`src/hw/rtl/rrts_pkg.sv`:
```
// shared types, field widths and codes for the round-robin task scheduler
package rrts_pkg;

    // fixed field widths of the channels and the configuration port
    localparam int CMD_W  = 3;
    localparam int TASK_W = 4;
    localparam int BOX_W  = 2;
    localparam int MSG_W  = 16;
    localparam int CFG_W  = 5;

    // default sizes
    localparam int D_TASKS      = 16;
    localparam int D_MAILBOXES  = 4;
    localparam int D_FIFO_DEPTH = 8;
    localparam int D_MSG_WIDTH  = 16;

    // command codes
    localparam logic [CMD_W-1:0] CMD_START  = 3'd0;
    localparam logic [CMD_W-1:0] CMD_TICK   = 3'd1;
    localparam logic [CMD_W-1:0] CMD_FAULT  = 3'd2;
    localparam logic [CMD_W-1:0] CMD_EXIT   = 3'd3;
    localparam logic [CMD_W-1:0] CMD_SLEEP  = 3'd4;
    localparam logic [CMD_W-1:0] CMD_WAKEUP = 3'd5;
    localparam logic [CMD_W-1:0] CMD_SEND   = 3'd6;
    localparam logic [CMD_W-1:0] CMD_RECV   = 3'd7;

    // task status codes
    localparam logic [1:0] ST_NONE   = 2'd0;
    localparam logic [1:0] ST_ACTIVE = 2'd1;
    localparam logic [1:0] ST_SLEEP  = 2'd2;
    localparam logic [1:0] ST_EXITED = 2'd3;

    // one result item
    typedef struct packed {
        logic [TASK_W-1:0] next_task;
        logic              all_idle;
        logic              ret_valid;
        logic [MSG_W-1:0]  ret_message;
        logic              wake_valid;
        logic [TASK_W-1:0] wake_task;
        logic [MSG_W-1:0]  wake_message;
        logic              dropped;
        logic              recv_refused;
    } t_res;

endpackage

```
`src/hw/rtl/rrts_if.sv`:
```
// valid/ready channel interfaces for command items and result items
interface rrts_cmd_if;
    import rrts_pkg::*;

    logic              valid;
    logic              ready;
    logic [CMD_W-1:0]  cmd;
    logic [TASK_W-1:0] target_task;
    logic [BOX_W-1:0]  box;
    logic [MSG_W-1:0]  message;

    modport source (output valid, output cmd, output target_task, output box,
                    output message, input ready);
    modport sink   (input valid, input cmd, input target_task, input box,
                    input message, output ready);
endinterface

interface rrts_res_if;
    import rrts_pkg::*;

    logic              valid;
    logic              ready;
    logic [TASK_W-1:0] next_task;
    logic              all_idle;
    logic              ret_valid;
    logic [MSG_W-1:0]  ret_message;
    logic              wake_valid;
    logic [TASK_W-1:0] wake_task;
    logic [MSG_W-1:0]  wake_message;
    logic              dropped;
    logic              recv_refused;

    modport source (output valid, output next_task, output all_idle,
                    output ret_valid, output ret_message, output wake_valid,
                    output wake_task, output wake_message, output dropped,
                    output recv_refused, input ready);
    modport sink   (input valid, input next_task, input all_idle,
                    input ret_valid, input ret_message, input wake_valid,
                    input wake_task, input wake_message, input dropped,
                    input recv_refused, output ready);
endinterface

```
`src/hw/rtl/rrts_ram.sv`:
```
// generic simple dual-port ram with registered read
module rrts_ram #(
    parameter int W     = 16,
    parameter int DEPTH = 32
) (
    input  logic                                    i_clk,
    input  logic                                    i_we,
    input  logic [((DEPTH > 1) ? $clog2(DEPTH) : 1)-1:0] i_waddr,
    input  logic [W-1:0]                            i_wdata,
    input  logic                                    i_re,
    input  logic [((DEPTH > 1) ? $clog2(DEPTH) : 1)-1:0] i_raddr,
    output logic [W-1:0]                            o_rdata
);
    logic [W-1:0] r_mem [DEPTH];
    logic [W-1:0] r_rdata;

    always_ff @(posedge i_clk) begin
        if (i_we) begin
            r_mem[i_waddr] <= i_wdata;
        end
        if (i_re) begin
            r_rdata <= r_mem[i_raddr];
        end
    end

    assign o_rdata = r_rdata;
endmodule

```
`src/hw/rtl/rrts_wrap_add.sv`:
```
// shared add and wrap unit: sum, compare against a limit, wrapped sum
module rrts_wrap_add #(
    parameter int W = 8
) (
    input  logic [W-1:0] i_a,
    input  logic [W-1:0] i_b,
    input  logic [W-1:0] i_lim,
    output logic [W-1:0] o_sum,
    output logic         o_ge,
    output logic [W-1:0] o_wrap
);
    logic [W-1:0] sum;

    assign sum    = i_a + i_b;
    assign o_sum  = sum;
    assign o_ge   = (sum >= i_lim);
    assign o_wrap = o_ge ? (sum - i_lim) : sum;
endmodule

```
`src/hw/rtl/round_robin_task_scheduler.sv`:
```
// top level: task status table, mailbox fifos and the command sequencer
//
// usage
//   commands arrive as items on i_cmd (valid/ready), one result item per
//   command leaves on o_res (valid/ready); the task count register is written
//   through i_cfg_we/i_cfg_data; the user must write it only while the block
//   is idle, which the block itself does not enforce
//   one command is worked on at a time; i_cmd.ready is high only while the
//   sequencer waits for a command
//   a command passes the exec step, the fifo read and pop steps when a message
//   is popped, k round-robin scan steps (k from 1 to task count) or, for start,
//   one sweep step per task, and then the output step
//   the scan visits one status entry per cycle through the shared add/wrap
//   unit, so the scan length sets the rate; the next command can be taken
//   once the result enters the output register
//   reset clears all task status to none, running task to 0, mailbox heads,
//   counts and waiters, and sets the task count to 1; fifo data is not reset
//   a result waits in the output register while o_res.ready is low; the next
//   command is still accepted and worked on, and holds in its final step
//   until the output register frees
module round_robin_task_scheduler #(
    parameter int TASKS      = rrts_pkg::D_TASKS,
    parameter int MAILBOXES  = rrts_pkg::D_MAILBOXES,
    parameter int FIFO_DEPTH = rrts_pkg::D_FIFO_DEPTH,
    parameter int MSG_WIDTH  = rrts_pkg::D_MSG_WIDTH
) (
    input  logic                       i_clk,
    input  logic                       i_rst_n,
    input  logic                       i_cfg_we,
    input  logic [rrts_pkg::CFG_W-1:0] i_cfg_data,
    rrts_cmd_if.sink                   i_cmd,
    rrts_res_if.source                 o_res
);
    import rrts_pkg::*;

    localparam int TW  = $clog2(TASKS);
    localparam int CW  = $clog2(TASKS + 1);
    localparam int FW  = $clog2(FIFO_DEPTH);
    localparam int FCW = $clog2(FIFO_DEPTH + 1);
    localparam int BW  = (MAILBOXES > 1) ? $clog2(MAILBOXES) : 1;
    localparam int UW  = ((CW > FCW) ? CW : FCW) + 1;
    localparam int AW  = BW + FW;
    localparam int RDEPTH = 2 ** AW;
    localparam logic [FCW-1:0] FULL_CNT = FCW'(FIFO_DEPTH);

    // sequencer states
    localparam logic [2:0] S_IDLE  = 3'd0;
    localparam logic [2:0] S_EXEC  = 3'd1;
    localparam logic [2:0] S_RD    = 3'd2;
    localparam logic [2:0] S_POP   = 3'd3;
    localparam logic [2:0] S_SWEEP = 3'd4;
    localparam logic [2:0] S_SCAN  = 3'd5;
    localparam logic [2:0] S_OUT   = 3'd6;

    logic [2:0]       r_state, n_state;
    logic [CFG_W-1:0] r_cfg;

    // scheduler state
    logic [1:0]           r_status [TASKS];
    logic [TW-1:0]        r_cur;
    logic [FW-1:0]        r_head [MAILBOXES];
    logic [FCW-1:0]       r_cnt  [MAILBOXES];
    logic [MAILBOXES-1:0] r_wv;
    logic [TW-1:0]        r_wt   [MAILBOXES];

    // latched command item
    logic [CMD_W-1:0]     r_cmd;
    logic [TASK_W-1:0]    r_target;
    logic [BOX_W-1:0]     r_box;
    logic [MSG_WIDTH-1:0] r_msg;

    // scan / sweep position and step count
    logic [TW-1:0] r_pos;
    logic [CW-1:0] r_i;

    // result being built and the output register
    t_res r_res;
    t_res res_fin;
    t_res r_out;
    logic r_ovalid;

    logic           accept;
    logic           out_free;
    logic [CW-1:0]  n_eff;
    logic           box_ok;
    logic [BW-1:0]  bidx;
    logic [FW-1:0]  cur_head;
    logic [FCW-1:0] cur_cnt;
    logic           cur_wv;
    logic [TW-1:0]  cur_wt;

    // shared unit
    logic [UW-1:0] u_a, u_b, u_lim, u_sum, u_wrap;
    logic          u_ge;
    logic [TW-1:0] np;
    logic [1:0]    st_np;

    // message fifo memory
    logic                 ram_we, ram_re;
    logic [AW-1:0]        ram_waddr, ram_raddr;
    logic [MSG_WIDTH-1:0] ram_rdata;

    assign accept   = i_cmd.valid && i_cmd.ready;
    assign out_free = !r_ovalid || o_res.ready;

    // effective task count: zero acts as one, clipped at TASKS
    always_comb begin
        if (r_cfg == '0) begin
            n_eff = CW'(1);
        end else if (32'(r_cfg) > TASKS) begin
            n_eff = CW'(TASKS);
        end else begin
            n_eff = CW'(r_cfg);
        end
    end

    assign box_ok   = (32'(r_box) < MAILBOXES);
    assign bidx     = BW'(r_box);
    assign cur_head = r_head[bidx];
    assign cur_cnt  = r_cnt[bidx];
    assign cur_wv   = r_wv[bidx];
    assign cur_wt   = r_wt[bidx];

    // operand select for the shared add/wrap unit
    always_comb begin
        u_a   = '0;
        u_b   = '0;
        u_lim = UW'(FIFO_DEPTH);
        case (r_state)
            S_EXEC: begin
                // fifo tail = head + count, wrapped at depth
                u_a = UW'(cur_head);
                u_b = UW'(cur_cnt);
            end
            S_POP: begin
                u_a = UW'(cur_head);
                u_b = UW'(1);
            end
            S_SWEEP: begin
                u_a   = UW'(r_i);
                u_b   = UW'(1);
                u_lim = UW'(n_eff);
            end
            S_SCAN: begin
                u_a   = UW'(r_pos);
                u_b   = UW'(1);
                u_lim = UW'(n_eff);
            end
            default: begin
                u_a = '0;
            end
        endcase
    end

    rrts_wrap_add #(.W(UW)) u_wrap_add (
        .i_a    (u_a),
        .i_b    (u_b),
        .i_lim  (u_lim),
        .o_sum  (u_sum),
        .o_ge   (u_ge),
        .o_wrap (u_wrap)
    );

    // next scan position wraps to task 0, also when running task is past count
    assign np    = u_ge ? '0 : u_sum[TW-1:0];
    assign st_np = r_status[np];

    // finished result with the running task filled in
    always_comb begin
        res_fin           = r_res;
        res_fin.next_task = TASK_W'(r_cur);
    end

    // fifo write on a send with room, read of the head before a pop
    assign ram_we    = (r_state == S_EXEC) && (r_cmd == CMD_SEND) && box_ok &&
                       (cur_cnt < FULL_CNT);
    assign ram_waddr = {bidx, u_wrap[FW-1:0]};
    assign ram_re    = (r_state == S_RD);
    assign ram_raddr = {bidx, cur_head};

    rrts_ram #(.W(MSG_WIDTH), .DEPTH(RDEPTH)) u_fifo_ram (
        .i_clk   (i_clk),
        .i_we    (ram_we),
        .i_waddr (ram_waddr),
        .i_wdata (r_msg),
        .i_re    (ram_re),
        .i_raddr (ram_raddr),
        .o_rdata (ram_rdata)
    );

    // sequencer
    always_comb begin
        n_state = r_state;
        case (r_state)
            S_IDLE: begin
                if (i_cmd.valid) begin
                    n_state = S_EXEC;
                end
            end
            S_EXEC: begin
                case (r_cmd)
                    CMD_START: n_state = S_SWEEP;
                    CMD_SEND: begin
                        // a waiting receiver always finds a message after a send
                        n_state = (box_ok && cur_wv) ? S_RD : S_SCAN;
                    end
                    CMD_RECV: begin
                        n_state = (box_ok && !cur_wv && (cur_cnt != '0)) ? S_RD : S_SCAN;
                    end
                    default: n_state = S_SCAN;
                endcase
            end
            S_RD:  n_state = S_POP;
            S_POP: n_state = S_SCAN;
            S_SWEEP: begin
                if (u_ge) begin
                    n_state = S_OUT;
                end
            end
            S_SCAN: begin
                if ((st_np == ST_ACTIVE) || (r_i == n_eff - 1'b1)) begin
                    n_state = S_OUT;
                end
            end
            S_OUT: begin
                if (out_free) begin
                    n_state = S_IDLE;
                end
            end
            default: n_state = S_IDLE;
        endcase
    end

    always_ff @(posedge i_clk) begin
        if (!i_rst_n) begin
            r_state  <= S_IDLE;
            r_cfg    <= CFG_W'(1);
            r_cur    <= '0;
            r_wv     <= '0;
            r_ovalid <= 1'b0;
            for (int k = 0; k < TASKS; k++) begin
                r_status[k] <= ST_NONE;
            end
            for (int k = 0; k < MAILBOXES; k++) begin
                r_head[k] <= '0;
                r_cnt[k]  <= '0;
            end
        end else begin
            r_state <= n_state;

            if (i_cfg_we) begin
                r_cfg <= i_cfg_data;
            end

            // output register
            if ((r_state == S_OUT) && out_free) begin
                r_ovalid <= 1'b1;
            end else if (o_res.ready) begin
                r_ovalid <= 1'b0;
            end

            // scan starts just after the running task
            if ((n_state == S_SCAN) && (r_state != S_SCAN)) begin
                r_pos <= r_cur;
                r_i   <= '0;
            end

            case (r_state)
                S_IDLE: begin
                    if (accept) begin
                        r_cmd    <= i_cmd.cmd;
                        r_target <= i_cmd.target_task;
                        r_box    <= i_cmd.box;
                        r_msg    <= MSG_WIDTH'(i_cmd.message);
                        r_res    <= '0;
                    end
                end
                S_EXEC: begin
                    case (r_cmd)
                        CMD_START: begin
                            r_i <= '0;
                        end
                        CMD_FAULT, CMD_SLEEP: begin
                            r_status[r_cur] <= ST_SLEEP;
                        end
                        CMD_EXIT: begin
                            r_status[r_cur] <= ST_EXITED;
                        end
                        CMD_WAKEUP: begin
                            if (32'(r_target) < TASKS) begin
                                r_status[TW'(r_target)] <= ST_ACTIVE;
                            end
                        end
                        CMD_SEND: begin
                            if (box_ok) begin
                                if (cur_cnt >= FULL_CNT) begin
                                    r_res.dropped <= 1'b1;
                                end else begin
                                    r_cnt[bidx] <= cur_cnt + 1'b1;
                                end
                            end
                        end
                        CMD_RECV: begin
                            if (box_ok) begin
                                if (cur_wv) begin
                                    r_res.recv_refused <= 1'b1;
                                end else if (cur_cnt == '0) begin
                                    // park the caller as the mailbox receiver
                                    r_wv[bidx]      <= 1'b1;
                                    r_wt[bidx]      <= r_cur;
                                    r_status[r_cur] <= ST_SLEEP;
                                end
                            end
                        end
                        default: begin
                            r_res.all_idle <= 1'b0;
                        end
                    endcase
                end
                S_POP: begin
                    r_head[bidx] <= u_wrap[FW-1:0];
                    r_cnt[bidx]  <= cur_cnt - 1'b1;
                    if (r_cmd == CMD_SEND) begin
                        // hand the head message to the waiting receiver
                        r_res.wake_valid   <= 1'b1;
                        r_res.wake_task    <= TASK_W'(cur_wt);
                        r_res.wake_message <= MSG_W'(ram_rdata);
                        r_status[cur_wt]   <= ST_ACTIVE;
                        r_wv[bidx]         <= 1'b0;
                    end else begin
                        r_res.ret_valid   <= 1'b1;
                        r_res.ret_message <= MSG_W'(ram_rdata);
                    end
                end
                S_SWEEP: begin
                    // start: activate one task per cycle, then run task 0
                    r_status[TW'(r_i)] <= ST_ACTIVE;
                    if (u_ge) begin
                        r_cur <= '0;
                    end else begin
                        r_i <= u_sum[CW-1:0];
                    end
                end
                S_SCAN: begin
                    if (st_np == ST_ACTIVE) begin
                        r_cur <= np;
                    end else begin
                        r_pos <= np;
                        r_i   <= r_i + 1'b1;
                        if (r_i == n_eff - 1'b1) begin
                            r_res.all_idle <= 1'b1;
                        end
                    end
                end
                S_OUT: begin
                    if (out_free) begin
                        r_out <= res_fin;
                    end
                end
                default: begin
                    r_pos <= r_pos;
                end
            endcase
        end
    end

    assign i_cmd.ready = (r_state == S_IDLE);

    assign o_res.valid        = r_ovalid;
    assign o_res.next_task    = r_out.next_task;
    assign o_res.all_idle     = r_out.all_idle;
    assign o_res.ret_valid    = r_out.ret_valid;
    assign o_res.ret_message  = r_out.ret_message;
    assign o_res.wake_valid   = r_out.wake_valid;
    assign o_res.wake_task    = r_out.wake_task;
    assign o_res.wake_message = r_out.wake_message;
    assign o_res.dropped      = r_out.dropped;
    assign o_res.recv_refused = r_out.recv_refused;

endmodule

```
`src/flat_wrapper.sv`:
```
// flat-port wrapper written by rule: the top's interface ports become plain ports
module round_robin_task_scheduler_flat import rrts_pkg::*;
#(
    parameter int TASKS      = rrts_pkg::D_TASKS,
    parameter int MAILBOXES  = rrts_pkg::D_MAILBOXES,
    parameter int FIFO_DEPTH = rrts_pkg::D_FIFO_DEPTH,
    parameter int MSG_WIDTH  = rrts_pkg::D_MSG_WIDTH
)
  (i_clk, i_rst_n, i_cfg_we, i_cfg_data, i_cmd_valid, i_cmd_cmd, i_cmd_target_task, i_cmd_box, i_cmd_message, i_cmd_ready, o_res_valid, o_res_next_task, o_res_all_idle, o_res_ret_valid, o_res_ret_message, o_res_wake_valid, o_res_wake_task, o_res_wake_message, o_res_dropped, o_res_recv_refused, o_res_ready);
  rrts_cmd_if i_cmd_i ();
  rrts_res_if o_res_i ();
  input  logic i_clk;
  input  logic i_rst_n;
  input  logic i_cfg_we;
  input  logic [rrts_pkg::CFG_W-1:0] i_cfg_data;
  input wire logic [$bits(i_cmd_i.valid)-1:0] i_cmd_valid;
  input wire logic [$bits(i_cmd_i.cmd)-1:0] i_cmd_cmd;
  input wire logic [$bits(i_cmd_i.target_task)-1:0] i_cmd_target_task;
  input wire logic [$bits(i_cmd_i.box)-1:0] i_cmd_box;
  input wire logic [$bits(i_cmd_i.message)-1:0] i_cmd_message;
  output wire logic [$bits(i_cmd_i.ready)-1:0] i_cmd_ready;
  output wire logic [$bits(o_res_i.valid)-1:0] o_res_valid;
  output wire logic [$bits(o_res_i.next_task)-1:0] o_res_next_task;
  output wire logic [$bits(o_res_i.all_idle)-1:0] o_res_all_idle;
  output wire logic [$bits(o_res_i.ret_valid)-1:0] o_res_ret_valid;
  output wire logic [$bits(o_res_i.ret_message)-1:0] o_res_ret_message;
  output wire logic [$bits(o_res_i.wake_valid)-1:0] o_res_wake_valid;
  output wire logic [$bits(o_res_i.wake_task)-1:0] o_res_wake_task;
  output wire logic [$bits(o_res_i.wake_message)-1:0] o_res_wake_message;
  output wire logic [$bits(o_res_i.dropped)-1:0] o_res_dropped;
  output wire logic [$bits(o_res_i.recv_refused)-1:0] o_res_recv_refused;
  input wire logic [$bits(o_res_i.ready)-1:0] o_res_ready;
  assign i_cmd_i.valid = i_cmd_valid;
  assign i_cmd_i.cmd = i_cmd_cmd;
  assign i_cmd_i.target_task = i_cmd_target_task;
  assign i_cmd_i.box = i_cmd_box;
  assign i_cmd_i.message = i_cmd_message;
  assign i_cmd_ready = i_cmd_i.ready;
  assign o_res_valid = o_res_i.valid;
  assign o_res_next_task = o_res_i.next_task;
  assign o_res_all_idle = o_res_i.all_idle;
  assign o_res_ret_valid = o_res_i.ret_valid;
  assign o_res_ret_message = o_res_i.ret_message;
  assign o_res_wake_valid = o_res_i.wake_valid;
  assign o_res_wake_task = o_res_i.wake_task;
  assign o_res_wake_message = o_res_i.wake_message;
  assign o_res_dropped = o_res_i.dropped;
  assign o_res_recv_refused = o_res_i.recv_refused;
  assign o_res_i.ready = o_res_ready;
  round_robin_task_scheduler #(.TASKS(TASKS), .MAILBOXES(MAILBOXES), .FIFO_DEPTH(FIFO_DEPTH), .MSG_WIDTH(MSG_WIDTH)) u_core (.i_clk(i_clk), .i_rst_n(i_rst_n), .i_cfg_we(i_cfg_we), .i_cfg_data(i_cfg_data), .i_cmd(i_cmd_i), .o_res(o_res_i));
endmodule
```
`config.mk`:
```
export PLATFORM = sky130hd
export DESIGN_NAME = round_robin_task_scheduler_flat
export DESIGN_NICKNAME = d
export VERILOG_FILES = /design/src/hw/rtl/rrts_pkg.sv /design/src/hw/rtl/rrts_if.sv /design/src/hw/rtl/rrts_ram.sv /design/src/hw/rtl/rrts_wrap_add.sv /design/src/hw/rtl/round_robin_task_scheduler.sv /design/src/flat_wrapper.sv
export SDC_FILE = /design/constraint.sdc
export NUM_CORES = 1
export LEC_CHECK = 0
export ABC_AREA = 0
export BUFFER_PORTS_ARGS = -buffer_cell sky130_fd_sc_hd__buf_2
export CAP_MARGIN = 10
export CORE_ASPECT_RATIO = 2
export CORE_MARGIN = 2
export CORE_UTILIZATION = 30
export DETAILED_ROUTE_END_ITERATION = 6
export PLACE_DENSITY = 0.5
export REMOVE_ABC_BUFFERS = 1
export SYNTH_ARGS = -nofsm -noshare
export SYNTH_HDL_FRONTEND = slang
export SYNTH_SLANG_ARGS = --single-unit
```
`constraint.sdc`:
```
create_clock -name i_clk -period 13.2 [get_ports i_clk]
set_input_delay 0.66 -clock i_clk [delete_from_list [all_inputs] [get_ports i_clk]]
set_output_delay 0.66 -clock i_clk [all_outputs]
set_load 0.02 [all_outputs]
```
After elaboration in Yosys (flattened, before gate mapping)

Memory sizes are Yosys's and may differ from the RTL's. A register that Yosys moved wholly into a read port is not among the register bits.
Index checks and enable logic that the tools add are counted.

Bits in registers: 137
RAM bits: 588
Output and inout port bits: 47
Word-level logic and storage cells: 236
Memories: 5

Memories:

| name                    | depth | width | read ports | clocked after memory_dff | wr ports | line                             | source |
|---|---|---|---|---|---|---|---|
| u_core.u_fifo_ram.r_mem | 32    | 16    | 1          | 1                        | 1        | rrts_ram.sv:14                   | `logic [W-1:0] r_mem [DEPTH];` |
| u_core.r_status         | 16    | 2     | 1          | 0                        | 16       | round_robin_task_scheduler.sv:59 | `logic [1:0] r_status [TASKS];` |
| u_core.r_cnt            | 4     | 4     | 1          | 1                        | 4        | round_robin_task_scheduler.sv:62 | `logic [FCW-1:0] r_cnt [MAILBOXES];` |
| u_core.r_wt             | 4     | 4     | 1          | 1                        | 1        | round_robin_task_scheduler.sv:64 | `logic [TW-1:0] r_wt [MAILBOXES];` |
| u_core.r_head           | 4     | 3     | 1          | 1                        | 4        | round_robin_task_scheduler.sv:61 | `logic [FW-1:0] r_head [MAILBOXES];` |

Add/sub/neg operators: 6
Magnitude comparators: 6
Equal/unequal tests: 30
Multiplexer cells: 110
Bitwise gates (word level): 6
Reduce and logical (&&, ||, !) cells: 45

Operators with widths:

| operator                                                               | number |
|---|---|
| 38-bit one-hot mux with 2 select lines                                 | 1 |
| 4-bit 2-to-1 mux                                                       | 15 |
| 1-bit 2-to-1 mux                                                       | 53 |
| 41-bit 2-to-1 mux                                                      | 1 |
| 5-bit 2-to-1 mux                                                       | 7 |
| 4-bit one-hot mux with 2 select lines                                  | 4 |
| 5-bit one-hot mux with 3 select lines                                  | 2 |
| 3-bit equality test (second input constant)                            | 8 |
| 3-bit 2-to-1 mux                                                       | 8 |
| 2-bit 2-to-1 mux                                                       | 11 |
| 21-bit 2-to-1 mux                                                      | 1 |
| 3-bit one-hot mux with 7 select lines                                  | 1 |
| 2-bit != test (second input constant)                                  | 9 |
| 17-bit 2-to-1 mux                                                      | 1 |
| 5-bit AND reduction                                                    | 3 |
| 2-bit OR reduction                                                     | 7 |
| 3-bit by 2-bit equality test with 1-bit output (second input constant) | 4 |
| 2-bit nonzero test                                                     | 6 |
| 2-bit by 1-bit != test with 1-bit output (second input constant)       | 5 |
| 3-bit one-hot mux with 3 select lines                                  | 1 |
| 3-bit AND reduction                                                    | 3 |
| 4-bit AND reduction                                                    | 2 |
| 1-bit logical AND                                                      | 7 |
| 7-bit OR reduction                                                     | 1 |
| other kinds (36)                                                       | 42 |

Depth between registers and ports, before layout

Gate-level depths: netlist of the first run.
An unclocked memory read counts as a cell.

Word-level depth: 16
Gate-level depth with buffers: 22

Cells and area by module

From an unflattened synthesis of the first run, not the netlist that was laid out.

Cell total of the unflattened synthesis: 1,884
Area, all modules: 30,505.5 µm²

Modules (own cells, without submodules):

| module                     | times used | cells each | area an instance (µm²) |
|---|---|---|---|
| rrts_ram                   | 1          | 1,143      | 20,694.8 |
| round_robin_task_scheduler | 1          | 670        | 9,265.1 |
| rrts_wrap_add              | 1          | 71         | 545.5 |

Least setup slack after synthesis of the first run

OpenSTA, ideal clock, no wires.

Kind: register to register
From: register with a tool-made name
To: memory u_core.u_fifo_ram.r_mem[11][0] (enable)
Library setup time: 0.409 ns
Arrival time: 5.424 ns
Data required time: 12.791 ns
Setup slack: 7.367 ns
Cell stages (with the launch flop): 19
Buffers on the path: 4
Cells stage by stage: dfxtp_1 > buf_4 > mux4_2 > buf_2 > buf_1 > a22oi_1 > o22ai_1 > fa_1 > xnor2_1 > inv_1 > ha_1 > nand3_1 > o221ai_1 > a31oi_1 > clkbuf_1 > or3_1 > o31ai_1 > nand2_1 > nor3_1

RTL lines:

| item      | line |
|---|---|
| to (decl) | rrts_ram.sv:14 |

==> run_results.csv, run 1 <==
group,metric,value,unit
outcome,outcome,"finished clean",
die,ioPinCount,82,
min_path,hp-class,"input pin to register",
die,start_util,0.3017,
sta,setup_ws,6.084,ns
sta,slew_violations,0,
sta,hold_viol,0,
placed_design,post_dp_cell_area,31880,sq um
routing,first_pass_iters,6,
yosys,ys_seq_elements,743,
cts,hold_buffers,0,
critical_path,reg2reg_slack,6.08,ns
power,ir_drop,0.0001072,V
cts,cts.repair.resized,0,
sta,setup-violations-final,0,
cts,cts_tree,"done",
cells_and_area,final_area,33890,sq um
grt,grt_usage,0.1528,
critical_path,worst-path-max-fanout,35,
die,die_w,226.3,um
cells_and_area,drive_gt1_frac,0.2217,
routing,via_per_inst,4.899,
cells_and_area,area_growth,14.27,%
yosys,synthArstFlopShare,0,
grt,grt_pass1_wl,111900,um
cells_and_area,num-fill-cells,9480,
placed_design,dp_hpwl,51840,um
routing,postRouteWirelength,77830,um
sta,slew_headroom,0.1826,
critical_path,critPathKind,"register to register",
min_path,min_from,"i_cmd_cmd[1]",
cts,cts.sinks,743,
sta,post-route-period-util,0.5391,
yosys,synth-edff-count,724,
yosys,ys_warn_count,0,
placed_design,dp.cells,3069,
grt,grt-ovfl-total,0,
yosys,synthCells,1699,
cells_and_area,mostFrequentLayoutCells,"edfxtp_1 (724), nand2_1 (174), mux4_2 (137)",
cts,clkTransAtPathRegs,0.08,ns
cells_and_area,nets,1867,
cts,cts_setup_buffers,0,
cts,htree_num_levels,2,
sta,worst_slew_pin_slew,1.225,ns
critical_path,cp-end-kind,"register",
sta,fin_skew,0.02933,ns
yosys,synth_area_per_cell,17.45,sq um
routing,drtIter0Drc,1241,
sta,period_minus_slack,7.116,ns
min_path,min_to,"u_core.r_cmd[1]",
yosys,syn_area,29650,sq um
critical_path,start_kind,"register",
placed_design,io_buffer_count,81,
cells_and_area,final_common_cell,"edfxtp_1",
power,p_leak,10.91,nW
critical_path,cp_data_required_time,13.54,ns
routing,drc,0,
placed_design,place_ws,5.986,ns
min_path,min_path_cells,1,
routing,wl_per_cell,24.38,um
yosys,synth.distinct_cells,71,
grt,grt_pass1_vias,16720,
cts,cts_buffer_depth,3,
power,power_density,180.3,nW/um^2
cts,cts-buffers-inserted,61,
die,row_count,163,
power,p_total,0.006111,W
placed_design,place.gp.congestion,0.8898,
sta,fmax,140.5,MHz
grt,grt_max_degree,97,
die,core_area,98300,sq um
yosys,synth-seq-area-share,0.7460,
yosys,synth_ff_type,"edfxtp_1",
job,maxCapViolations,0,
sta,rsz0062_at_grt,"no",
routing,final_antenna_net_count,0,
cts,root_buffer,"clkbuf_16",
routing,vias,15640,
die,die_area,101500,sq um
cts,clk_latency,0.66,ns
cells_and_area,stdcell_count,3193,
critical_path,worst-r2r-cell-count,17,
critical_path,r2r-end,"u_core.u_fifo_ram.r_mem[15][1]",
critical_path,cp.arrival,7.45,ns
die,dieHeight,448.6,um
sta,finalSetupTns,0,ns
grt,grt_antenna_before_repair,6,
[worst max-delay path by stage]
stage / startpoint / endpoint / slack [ns]
6_report: register / u_core.u_fifo_ram.r_mem[15][1] / 6.08
2_1_floorplan: register / u_core.u_fifo_ram.r_mem[0][0] / 4.72
3_3_place_gp: register / u_core.u_fifo_ram.r_mem[27][7] / 6.09
5_1_grt: register / u_core.u_fifo_ram.r_mem[14][9] / 5.57
3_5_place_dp: register / u_core.u_fifo_ram.r_mem[27][10] / 5.99
4_1_cts: register / u_core.u_fifo_ram.r_mem[27][8] / 5.90
[metrics by stage]
stage          hold slack [ns]  utilization
2_1_floorplan           0.4003            -
3_3_place_gp            0.4028       0.3243
3_5_place_dp            0.4045       0.3243
4_1_cts                 0.1445       0.3441
5_1_grt                 0.1663       0.3447
6_report                0.1826       0.3447
[synthesized netlist by cell type, types with 5 or more instances]
library cell  count  area [sq um]
a22oi_1           6         45.04
o21ai_0          48         240.2
and2_1           26         162.7
mux4_2          139          3131
a211oi_1          7         52.55
o22ai_1           5         31.28
xor2_1            6         52.55
and3_1            7         43.79
o221ai_1          7         61.31
a21oi_1          83         415.4
mux2i_1          17         170.2
edfxtp_1        724         21740
dfxtp_1          19         380.4
xnor2_1          10         87.58
nand3_1          18         90.09
buf_2            19         95.09
or4_1            17         127.6
clkbuf_1         46         172.7
or3_1             5         31.28
nor3_1           30         150.1
ha_1             14         175.2
buf_4             7         52.55
a31oi_1           7         43.79
inv_1            27         101.4
or2_2             5         31.28
buf_1            15         56.30
nor2_1          113         424.2
nand2b_1         20         125.1
nand2_1         174         653.1
[power by group]
| group | switching, W | total, W | internal, W |
|---|---|---|---|
| registers | 0.0000672 | 0.00282 | 0.00275 |
| logic | 0.000991 | 0.00147 | 0.000484 |
| clock network | 0.000849 | 0.00182 | 0.000967 |
[kinds of logic after synthesis]
kind of cell	share of synthesized area
AO/OA/AOI/OAI	0.04110
adder cells (fa/ha/maj)	0.007932
AND/OR/NAND/NOR	0.06983
multiplexers	0.1132
flip-flops	0.7460
XOR/XNOR	0.004725
buffers and inverters	0.01726
[metal layers]
metal  GRT usage  vias up  part of all wire
li1            -     6889                 -
met1      0.1548     8103              0.34
met2      0.2896      469              0.56
met3     0.01523      181             0.035
met4      0.1032        0             0.068
met5           0        -                 0
[critical path: stages (launching register included)]
cell	delay, ns
dfxtp_1	0.74
mux4_4	0.93
a22oi_1	0.30
o22ai_1	0.13
ha_1	0.28
fa_1	0.46
xnor2_1	0.56
inv_1	0.21
ha_1	0.36
nand3_1	0.09
o221ai_1	0.14
a31oi_1	0.80
nand2_1	0.41
o21ai_2	0.14
buf_4	0.41
nand2b_1	0.18
nor2_1	0.29
buf_4	0.32
[sequential cells by signal, summed over array words and instances, names as in the netlist, 5 cells and up, named ones only]
signal	count
u_core.o_res.wake_message	16
u_core.u_fifo_ram.o_rdata	16
u_core.r_res	41
u_core.r_wt	16
u_core.u_fifo_ram.r_mem	512
u_core.r_head	12
u_core.o_res.ret_message	16
u_core.r_msg	16
u_core.r_cnt	16
u_core.r_status	32
u_core.r_i	5
u_core.r_cfg	5
[area by class of cell]
class                      count  area [sq um]  area share
sequential                   743         22120      0.6528
multi-input combinational    839          7144      0.2108
tap                         1320          1652     0.04874
clock buffer                  69          1556     0.04593
timing repair buffer         143         894.6     0.02640
clock inverter                42         391.6     0.01156
inverter                      27         101.3    0.002991
antenna                       10         25.02   0.0007385
(Power assumes the default switching activity.)
==> run 2: changes to the inputs <==
- ABC_AREA: 0 -> 1
- clock period: 13.2 -> 7.16 ns (I/O delays scaled with it)
==> run_results.csv, run 2 <==
group,metric,value,unit
outcome,outcome,"finished clean",
yosys,ys_warn_count,0,
cells_and_area,final_common_cell,"edfxtp_1",
sta,worst_slew_pin_slew,1.004,ns
yosys,synthMostInstantiatedCell,"edfxtp_1",
die,core_area,98710,sq um
cells_and_area,reg_top3,"u_core.u_fifo_ram.r_mem (512), u_core.r_res (41), u_core.r_status (32)",
routing,first_pass_iters,5,
critical_path,worst-path-max-fanout,25,
cts,cts_tree,"done",
yosys,ys_seq_elements,743,
job,maxCapViolations,0,
cells_and_area,utilization,0.3508,
yosys,synth_ff_type,"edfxtp_1",
cells_and_area,area_growth,15.85,%
critical_path,cp.arrival,6.12,ns
cells_and_area,regMostFlops,"u_core.u_fifo_ram.r_mem",
critical_path,cp_data_required_time,7.50,ns
cts,root_buffer,"clkbuf_16",
sta,slew_headroom,0.3266,
grt,grt_max_degree,179,
routing,postRouteWirelength,87360,um
yosys,synthArstFlopShare,0,
power,cellInternalPower,0.008079,W
die,ioPinCount,82,
routing,final_antenna_net_count,0,
placed_design,dp_hpwl,59280,um
cts,cts_setup_buffers,0,
cts,cts.repair.resized,0,
power,p_switching,0.004465,W
yosys,synth_common_cells,"edfxtp_1 (724), nor2_1 (430), o21ai_0 (292), nand2_1 (203), clkbuf_1 (114)",
sta,setup-violations-final,0,
yosys,synth_top_area_share,0.7274,
die,row_count,163,
yosys,ys_top_cells_by_area,"edfxtp_1 (73%), nor2_1 (5.4%), o21ai_0 (4.9%)",
grt,grt_pass1_wl,126400,um
sta,finalSetupTns,0,ns
power,switching_share,0.3559,
yosys,synth-edff-count,724,
yosys,synthCells,2318,
placed_design,io_buffer_count,81,
sta,hold_viol,0,
routing,via_per_inst,4.974,
cts,cts_buffer_depth,3,
die,die_area,102300,sq um
min_path,hp-class,"input pin to register",
yosys,yosysTopAreaCell,"edfxtp_1",
yosys,syn_area,29890,sq um
power,ir_drop,0.0002348,V
power,pwr-share-seq,0.428,
cells_and_area,nets,2510,
grt,grt_usage,0.1706,
sta,fin_skew,0.03293,ns
cts,cts-buffers-inserted,69,
cts,cts.sinks,743,
cts,clkTransAtPathRegs,0.06,ns
sta,fmax,173.0,MHz
grt,grt_pass1_vias,19740,
critical_path,critPathKind,"register to register",
placed_design,place.gp.congestion,0.9016,
sta,post-route-period-util,0.8071,
cells_and_area,num-fill-cells,9665,
yosys,synth.distinct_cells,50,
cts,hold_buffers,33,
routing,drtIter0Drc,1392,
power,power_density,362.3,nW/um^2
sta,period_minus_slack,5.779,ns
die,die_w,227.2,um
critical_path,start_kind,"register",
sta,rsz0062_at_grt,"no",
routing,wl_per_cell,22.81,um
cells_and_area,drive_gt1_frac,0.1248,
cells_and_area,largest_reg_flops,512,
die,dieHeight,450.4,um
power,clockPowerShare,0.289,
power,p_leak,11.59,nW
grt,grt_antenna_before_repair,1,
power,power.share.combinational,0.284,
sta,slew_violations,0,
critical_path,cp-end-kind,"register",
routing,drc,0,
die,start_util,0.3028,
routing,vias,19050,
grt,grt-ovfl-total,0,
yosys,synth_area_per_cell,12.89,sq um
cells_and_area,mostFrequentLayoutCells,"edfxtp_1 (724), nor2_1 (426), o21ai_0 (292)",
cts,htree_num_levels,3,
yosys,synth-seq-area-share,0.7401,
cts,clk_latency,0.65,ns
[run 2: changes by cell type after synthesis, sizes merged, moves of 24 or more]
cell    previous run  this run
clkbuf            46       114
nand4              1        25
buf               44        11
o21ai             53       292
mux4             139         0
and2              26         0
inv               27       121
o22ai              5        68
nand2            174       215
a21oi             83        36
nor2             113       437
nand3             18        54
o211ai             3        66
o221ai             7        64
[run 2: metal layers]
layer	vias up	global-route usage	wire, um
met3	211	0.02197	3097
met4	0	0.1205	6498
li1	8783	-	-
met5	-	0	0
met1	9490	0.1644	29430
met2	566	0.3262	48340
[run 2: worst paths after layout]
path | startpoint | cells past startpoint | slack [ns] | to
worst max-delay path | register | 24 | 1.38 | u_core.u_fifo_ram.r_mem[26][3]
worst min-delay path | o_res_ready | 4 | 0.04 | u_core.o_res.valid
worst max register to register | register | 24 | 1.38 | u_core.u_fifo_ram.r_mem[26][3]
worst min register to register | u_core.r_res[7] | 0 | 0.41 | u_core.o_res.wake_message[5]
[run 2: final cells by class]
| cell class | instances | area (sq um) | share of cell area |
|---|---|---|---|
| clock buffer | 86 | 1822 | 0.05261 |
| clock inverter | 36 | 341.6 | 0.009864 |
| antenna | 1 | 2.502 | 0.00007227 |
| timing repair buffer | 194 | 1349 | 0.03895 |
| tap | 1320 | 1652 | 0.04770 |
| inverter | 122 | 466.7 | 0.01348 |
| sequential | 743 | 22120 | 0.6388 |
| multi-input combinational | 1328 | 6873 | 0.1985 |
[run 2: logic make-up (layout without fill, tap and decap cells)]
kind of cell | count (synthesis) | count (layout) | share of synthesized area
other | 0 | 1 | 0
buffers and inverters | 247 | 438 | 0.03152
DFF | 743 | 743 | 0.7401
muxes | 1 | 1 | 0.0003767
adders and majority gates | 17 | 17 | 0.007870
xor gates and xnor gates | 14 | 14 | 0.004102
and+or+nand+nor | 753 | 753 | 0.1061
AOI/OAI and AO/OA | 543 | 543 | 0.1100
[run 2: stage by stage]
stage	hold slack [ns]	power [W]	setup WS [ns]	instance area, sq um	cells
floorplan	0.4003	0.007635	-6.908	29410	2193
global placement	0.4059	0.009009	1.410	32130	3674
detailed placement	0.4045	0.009032	1.368	32130	3674
CTS	0.01522	0.01268	1.362	34620	3829
global route	0.05674	0.01313	0.9130	34630	3830
finish	0.04372	0.01254	1.381	34630	3830
[run 2: power groups by stage]
| stage | Clock [W] | Sequential [W] | Combinational (W) |
|---|---|---|---|
| after global routing | 0.00386 | 0.00538 | 0.00389 |
| final | 0.00362 | 0.00537 | 0.00356 |
| after CTS | 0.00371 | 0.00536 | 0.00360 |
| after global placement | 0 | 0.00545 | 0.00356 |
| after detailed placement | 0 | 0.00546 | 0.00357 |
| after floorplan | 0 | 0.00543 | 0.00220 |
[run 2: worst max-delay path: stages (launching register included)]
cell and delay, ns:
dfxtp_1 0.31, buf_4 0.25, inv_1 0.32, nand2_1 0.14, nand3_1 0.13, nand2_4 0.18, inv_6 0.03, nand2_1 0.06
a31oi_1 0.08, ha_1 0.26, fa_1 0.68, inv_1 0.09, fa_1 0.37, inv_1 0.07, nand2_1 0.07, nand3_1 0.09
nand2_1 0.05, nand2_1 0.08, a21oi_2 0.09, nand2_1 0.18, inv_1 0.09, o21ai_0 0.60, nand3_1 0.49, nor2_1 0.46
buf_4 0.29
